$ cat src/design/spcp_pkg.sv
`timescale 1ns / 1ps
// Shared types, widths and helpers for the segment pair closest points block.
// No dependencies.
package spcp_pkg;

  localparam int unsigned PT_W   = 32;  // Q16.16 coordinate
  localparam int unsigned DIFF_W = 33;  // exact coordinate difference
  localparam int unsigned PROD_W = 66;  // product of two differences
  localparam int unsigned ACC_W  = 67;  // sum or difference of two products
  localparam int unsigned MAG_W  = 66;  // non-negative sums, divider width
  localparam int unsigned SQ_W   = 66;  // squared distance
  localparam int unsigned DIST_W = 34;  // square root width
  localparam int unsigned REM_W  = DIST_W + 3;
  localparam int unsigned CFG_W  = 63;
  localparam int unsigned NLANE  = 4;   // candidate pairs

  typedef enum logic [0:0] {
    CFG_PARALLEL   = 1'b0,
    CFG_DEGENERATE = 1'b1
  } cfg_idx_e;

  typedef enum logic [1:0] {
    MODE_ZERO = 2'd0,
    MODE_ONE  = 2'd1,
    MODE_DIV  = 2'd2
  } mode_e;

  typedef struct packed {
    logic signed [PT_W-1:0] a_start_x;
    logic signed [PT_W-1:0] a_start_y;
    logic signed [PT_W-1:0] a_end_x;
    logic signed [PT_W-1:0] a_end_y;
    logic signed [PT_W-1:0] b_start_x;
    logic signed [PT_W-1:0] b_start_y;
    logic signed [PT_W-1:0] b_end_x;
    logic signed [PT_W-1:0] b_end_y;
  } in_t;

  typedef struct packed {
    logic        [DIST_W-1:0] distance;
    logic signed [PT_W-1:0]   near_a_x;
    logic signed [PT_W-1:0]   near_a_y;
    logic signed [PT_W-1:0]   near_b_x;
    logic signed [PT_W-1:0]   near_b_y;
    logic                     crossed;
  } out_t;

  function automatic logic signed [DIFF_W-1:0] sub32(input logic signed [PT_W-1:0] a,
                                                     input logic signed [PT_W-1:0] b);
    return {a[PT_W-1], a} - {b[PT_W-1], b};
  endfunction

  function automatic logic signed [PROD_W-1:0] smul(input logic signed [DIFF_W-1:0] a,
                                                    input logic signed [DIFF_W-1:0] b);
    logic signed [PROD_W-1:0] p;
    p = a * b;
    return p;
  endfunction

endpackage

$ cat src/design/spcp_isqrt.sv
`timescale 1ns / 1ps
// Pipelined integer square root, one root bit per stage, truncated result.
// Depends on spcp_pkg.
module spcp_isqrt #(
  parameter int unsigned SideW = 1
) (
  input  logic                        clk_i,
  input  logic                        rst_ni,
  input  logic                        en_i,
  input  logic                        valid_i,
  input  logic [spcp_pkg::SQ_W-1:0]   rad_i,
  input  logic [SideW-1:0]            side_i,
  output logic                        valid_o,
  output logic [spcp_pkg::DIST_W-1:0] root_o,
  output logic [SideW-1:0]            side_o
);
  import spcp_pkg::*;

  localparam int unsigned Steps = DIST_W;
  localparam int unsigned PadW  = 2 * DIST_W;

  logic [PadW-1:0]   rad_q  [Steps];
  logic [REM_W-1:0]  rem_q  [Steps];
  logic [DIST_W-1:0] root_q [Steps];
  logic [SideW-1:0]  side_q [Steps];
  logic [Steps-1:0]  vld_q;

  logic [PadW-1:0]   rad_p  [Steps];
  logic [REM_W-1:0]  rem_p  [Steps];
  logic [DIST_W-1:0] root_p [Steps];
  logic [REM_W-1:0]  shl    [Steps];
  logic [REM_W-1:0]  trial  [Steps];
  logic [REM_W:0]    dif    [Steps];

  always_comb begin
    rad_p[0]  = {{(PadW-SQ_W){1'b0}}, rad_i};
    rem_p[0]  = '0;
    root_p[0] = '0;
    for (int s = 1; s < Steps; s++) begin
      rad_p[s]  = rad_q[s-1];
      rem_p[s]  = rem_q[s-1];
      root_p[s] = root_q[s-1];
    end
    for (int s = 0; s < Steps; s++) begin
      shl[s]   = {rem_p[s][REM_W-3:0], rad_p[s][PadW-1-2*s -: 2]};
      trial[s] = {{(REM_W-DIST_W-2){1'b0}}, root_p[s], 2'b01};
      dif[s]   = {1'b0, shl[s]} - {1'b0, trial[s]};
    end
  end

  always_ff @(posedge clk_i) begin
    if (en_i) begin
      for (int s = 0; s < Steps; s++) begin
        rad_q[s]  <= rad_p[s];
        rem_q[s]  <= dif[s][REM_W] ? shl[s] : dif[s][REM_W-1:0];
        root_q[s] <= {root_p[s][DIST_W-2:0], ~dif[s][REM_W]};
      end
      side_q[0] <= side_i;
      for (int s = 1; s < Steps; s++) begin
        side_q[s] <= side_q[s-1];
      end
    end
  end

  always_ff @(posedge clk_i or negedge rst_ni) begin
    if (!rst_ni) begin
      vld_q <= '0;
    end else if (en_i) begin
      vld_q <= {vld_q[Steps-2:0], valid_i};
    end
  end

  assign valid_o = vld_q[Steps-1];
  assign root_o  = root_q[Steps-1];
  assign side_o  = side_q[Steps-1];

endmodule

$ cat config.mk
export PLATFORM = sky130hd
export DESIGN_NAME = spcp_isqrt
export DESIGN_NICKNAME = d
export VERILOG_FILES = /design/src/design/spcp_pkg.sv /design/src/design/spcp_isqrt.sv
export SDC_FILE = /design/constraint.sdc
export NUM_CORES = 2
export LEC_CHECK = 0
export ABC_CLOCK_PERIOD_IN_PS = 3400
export BUFFER_PORTS_ARGS = -buffer_cell sky130_fd_sc_hd__clkbuf_2
export CELL_PAD_IN_SITES_DETAIL_PLACEMENT = 1
export CELL_PAD_IN_SITES_GLOBAL_PLACEMENT = 1
export CORE_MARGIN = 4
export CORE_UTILIZATION = 48
export DETAILED_ROUTE_END_ITERATION = 10
export PLACE_DENSITY = 0.85
export REMOVE_ABC_BUFFERS = 1
export SYNTH_ARGS = -nofsm -noshare
export SYNTH_HDL_FRONTEND = slang
export SYNTH_MEMORY_MAX_BITS = 65536
export SYNTH_SLANG_ARGS = --single-unit
$ cat constraint.sdc
create_clock -name clk_i -period 3.4 [get_ports clk_i]
set_input_delay 0.17 -clock clk_i [delete_from_list [all_inputs] [get_ports clk_i]]
set_output_delay 0.17 -clock clk_i [all_outputs]
set_load 0.005 [all_outputs]
After elaboration in Yosys (flattened, before gate mapping)
Memories as Yosys holds them, arrays and structs flattened.
Index checks and enable logic that the tools add are counted.
Widths: inputs -> output; s select.
{ "totals": {"output_inout_bits": 36, "mem_bits_rw": 4760, "in_bits": 71, "mem_bits_ro": 0, "n_memories": 4, "latchBits": 0, "reg_bits": 34} }
{ "classes": {"n_div": 0, "mux": 35, "n_addsub": 33, "bitwise_logic": 33, "n_reduce_logical": 0, "magnitude_cmp": 0, "n_eq_ne": 0, "n_shift": 0, "multipliers": 0} }
{ "memory_table": {"columns": ["name", "depth", "width", "rd", "rd_clocked_by_memory_dff", "wr", "line_no", "text"], "rows": [
  ["rad_q", 34, 68, 33, 0, 34, "spcp_isqrt.sv:22", "logic [PadW-1:0] rad_q [Steps];"],
  ["rem_q", 34, 37, 33, 0, 34, "spcp_isqrt.sv:23", "logic [REM_W-1:0] rem_q [Steps];"],
  ["root_q", 34, 34, 34, 0, 34, "spcp_isqrt.sv:24", "logic [DIST_W-1:0] root_q [Steps];"],
  ["side_q", 34, 1, 34, 0, 34, "spcp_isqrt.sv:25", "logic [SideW-1:0] side_q [Steps];"]
]} }
{ "op_table": {"columns": ["cell", "n"], "rows": [
  ["$sub 37x36->38", 33],
  ["$mux 37", 33],
  ["$not 1->1", 33],
  ["$mux 1", 2]
]} }

Logic depth before layout (Yosys ltp)
An unclocked memory read counts as a cell.
{ "depth": {"depth_word": 3, "mapped_depth": 16, "depth_no_buf": 13} }

Worst setup path after synthesis
OpenSTA, ideal clock, no wires.
{ "synth_path": {"path_type": "register to register", "from": "memory rem_q[23][6] (netlist bit)", "to": "memory rem_q[24][10] (netlist bit) (data pin)", "stages_incl_launch_ff": 12, "synth_period_minus_slack_ns": 3.330, "setup_ns": 0.260, "t_arrival_ns": 3.070, "path_buffers": 1, "path_slack_ns": 0.070, "required_time_ns": 3.140, "cell_sequence": "edfxtp_1 -> ha_1 -> a21oi_1 -> o21ai_0 -> a211oi_1 -> o21ai_1 -> a31oi_1 -> nor2_1 -> o31a_1 -> nor3_2 -> clkbuf_1 -> mux2_2"} }
{ "synth_lines": {"columns": ["element", "line_no"], "rows": [
  ["from (decl)", "spcp_isqrt.sv:23"]
]} }

==> results.yml <==
worst_setup_path:
  crit_top_cell: "buf_4"
  cpLargestDelayFamily: "compound AO/OA/AOI/OAI gates"
  cpMaxStageDelayCell: "a2111oi_1"
  cp.arrival_ns: 4.17
  slowest_delay_ns: 0.58
  worstPathCellList: "ha_1, and2_1, nand3_1, a2111oi_1, buf_4, a211oi_2, buf_4, o31ai_4, a311oi_2, buf_4, nand3_1, xnor2_1"
  critical_path_class: "reg2reg"
  crit_fanout: 5
  cp.buffers_inverters: 3
  crit_path_end_kind: "register"
  crit_required_ns: 4.01
  worstSetupStartpointType: "register"
sta:
  final.min_clock_period_ns: 3.56
  tns_ns: -1.75
  maxSlewHeadroom_pct: 25.6
  finalClockSkew_ns: 0.0977
  tightest_slew_ns: 1.11
  slew_viol_final: 0
  hold_viol: 0
  holdWs_ns: 0.143
  finalCritPeriodShare_pct: 105
  finalSetupViolCount: 32
  setup_slack_ns: -0.157
  rsz0062_at_grt: "yes"
  max_freq_mhz: 281
synth:
  async_flop_share_pct: 1.21
  syn_avg_cell_area_um2: 13.3
  synthDistinctLibCells: 93
  synth_cells: 9657
  ys.flop_type: "edfxtp_1"
  seq_area_frac_synth_pct: 65.9
  synth-edff-count: 2784
  synth-seq-cells: 2818
  synth_area_um2: 128000
  yosysWarnings: 0
  yosys.area.top_type_share_pct: 65.2
  synthTopCellsByArea: "edfxtp_1 (65%), ha_1 (5.5%), xnor2_1 (3.1%), xor2_1 (3.0%), a21oi_1 (2.3%)"
  netlist.top_cell.by_area: "edfxtp_1"
detailed_routing:
  antenna_left: 0
  via_count: 82262
  drt_wl_total_um: 331000
  wire_per_inst_um: 23.1
  drt_iter0_drc: 5385
  firstDrtPassIters: 5
  drc: 0
  via_per_inst: 5.73
global_route:
  grt_usage_pct: 22.7
  grt_pass1_wl_um: 501000
  grt_pass1_vias: 89141
  grt_start_max_net_pins: 127
  grt_antenna_before_repair: 4
  grt_overflow: 0
clock_tree:
  numCtsBuffers: 302
  cts-root-buf: "clkbuf_16"
  tritoncts: "yes"
  insertion_delay_ns: 0.93
  cts_max_level: 5
  clockBufferDepth: 4
  path_clk_slew_ns: 0.06
  cts.sinks: 2818
floorplan:
  die_h_um: 525
  rows: 189
  core-area_um2: 266000
  initial_utilization_pct: 48.3
  io_pins: 107
  die_area_um2: 275000
  die_w_um: 525
placed_design:
  port_buffers: 105
  dpl.cell_count: 13607
  place_congestion: 0.913
  dpl.hpwl_um: 212000
run_status:
  violations: "setup timing"
  status: "finished with violations"
pwr:
  max-vdd-ir-drop_mv: 0.580
  internal-power_mw: 72.3
  power_density_nw_per_um2: 680
  seq_power_share_pct: 45.8
  p_sw_mw: 29.8
  p_sw_share_pct: 29.2
  combPwrFrac_pct: 21.5
  p_clk_share_pct: 32.7
  leakage_nw: 57.5
layout:
  final_common_cell: "edfxtp_1"
  fin_nets: 11221
  layout-drive-gt1-share_pct: 14.5
  instances_no_fill: 14367
  area_delta_synth_final_pct: 17.3
  layout_common_cells: "edfxtp_1 (2784), inv_1 (721), nand2_1 (639), a21oi_1 (556), nor2_1 (544)"
job:
  drv_cap: 0
worst_hold_path:
  hp-class: "in2reg"
## timing repair
action | 4_1_cts | 5_1_grt
setup endpoints to repair | 377 | 555
hold endpoints to repair | 186 | 0
pin swaps | 17 | 59
hold buffers | 139 | 0
resized for setup | 127 | 259
setup buffers | 12 | 52
gates cloned | 1 | 5
## layer usage
metal  vias up  track usage (%)  share of wire, %
met3      1052             2.57               3.7
met1     41198             25.3                37
met5         -                0                 0
met4         0             10.7               5.4
met2      2356             42.8                54
li1      37656                -                 -
## per-stage QoR
| stage | setup slack [ns] | power, mW | utilization [%] | instance area, µm² |
|---|---|---|---|---|
| global placement | -0.355 | 66.5 | 51.5 | 137000 |
| floorplan | -1.33 | 59.7 | - | 127000 |
| detailed placement | -0.356 | 67.8 | 51.5 | 137000 |
| CTS | 0.000857 | 102 | 55.9 | 149000 |
| finish | -0.157 | 102 | 56.6 | 150000 |
| global route | -0.269 | 107 | 56.6 | 150000 |
## final cells by class
| type | instances | area (µm²) |
|---|---|---|
| Fill cell | 25790 | 115000 |
| Sequential cell | 2818 | 84500 |
| Multi-Input combinational cell | 5909 | 41900 |
| Clock buffer | 356 | 7940 |
| Timing Repair Buffer | 817 | 6940 |
| Tap cell | 3533 | 4420 |
| Inverter | 739 | 2790 |
| Clock inverter | 190 | 1900 |
| Antenna cell | 5 | 12.5 |
## logic make-up (layout without fill, tap and decap cells)
family	count (synthesis)	in the layout	share of synthesized area [%]
adder cells (fa/ha/maj)	563	563	5.50
flip-flops	2818	2818	65.9
AND/OR/NAND/NOR	2429	2430	9.43
buffers and inverters	932	2102	2.75
AO/OA/AOI/OAI	1873	1873	9.04
multiplexers	145	145	1.26
other	1	7	0.00293
XOR/XNOR	896	896	6.12
## worst min-delay path: stages
cell	delay [ns]
dlygate4sd3_1	0.53
clkbuf_2	0.12
mux2_2	0.14
## registers in the layout, summed over array words and instances, names as in the netlist
signal	cells
rem_q	1067
rad_q	1122
side_q	34
root_q	561
vld_q	34
## final timing paths
kind                                    startpoint                 endpoint  slack [ns]  cells past startpoint
setup / recovery           rem_q[20][10]$_DFFE_PP_  rem_q[21][32]$_DFFE_PP_       -0.16                     12
min in group asynchronous                   rst_ni    vld_q[26]$_DFFE_PN0P_        0.41                      4
max in group asynchronous                   rst_ni    vld_q[15]$_DFFE_PN0P_        2.81                      4
setup reg to reg           rem_q[20][10]$_DFFE_PP_  rem_q[21][32]$_DFFE_PP_       -0.16                     12
hold / removal                             valid_i     vld_q[0]$_DFFE_PN0P_        0.14                      3
hold reg to reg             rad_q[2][11]$_DFFE_PP_   rad_q[3][11]$_DFFE_PP_        0.35                      0
## power groups by stage
stage | clock (mW) | sequential, mW | combinational, mW
after detailed placement | 0 | 47.2 | 20.6
after global routing | 35.6 | 47.1 | 24.2
final | 33.4 | 46.8 | 22.0
after floorplan | 0 | 46.0 | 13.8
after CTS | 33.8 | 46.6 | 21.3
after global placement | 0 | 47.0 | 19.5
## cell usage after synthesis, types with 57 or more instances
master	count
nand2_1	644
and3_1	60
or3_1	104
o21ai_0	492
ha_1	563
o31ai_1	59
mux2_2	131
nor2_1	555
nand3_1	168
nand4_1	57
nor4_1	112
xnor2_1	450
a21oi_1	589
inv_1	728
nor2b_1	85
nor3_1	255
edfxtp_1	2784
a31oi_1	57
or4_1	65
a21o_1	193
xor2_1	446
nand2b_1	124
o21a_1	120
clkbuf_1	158
Note: power is estimated with default switching activity, not from simulation.
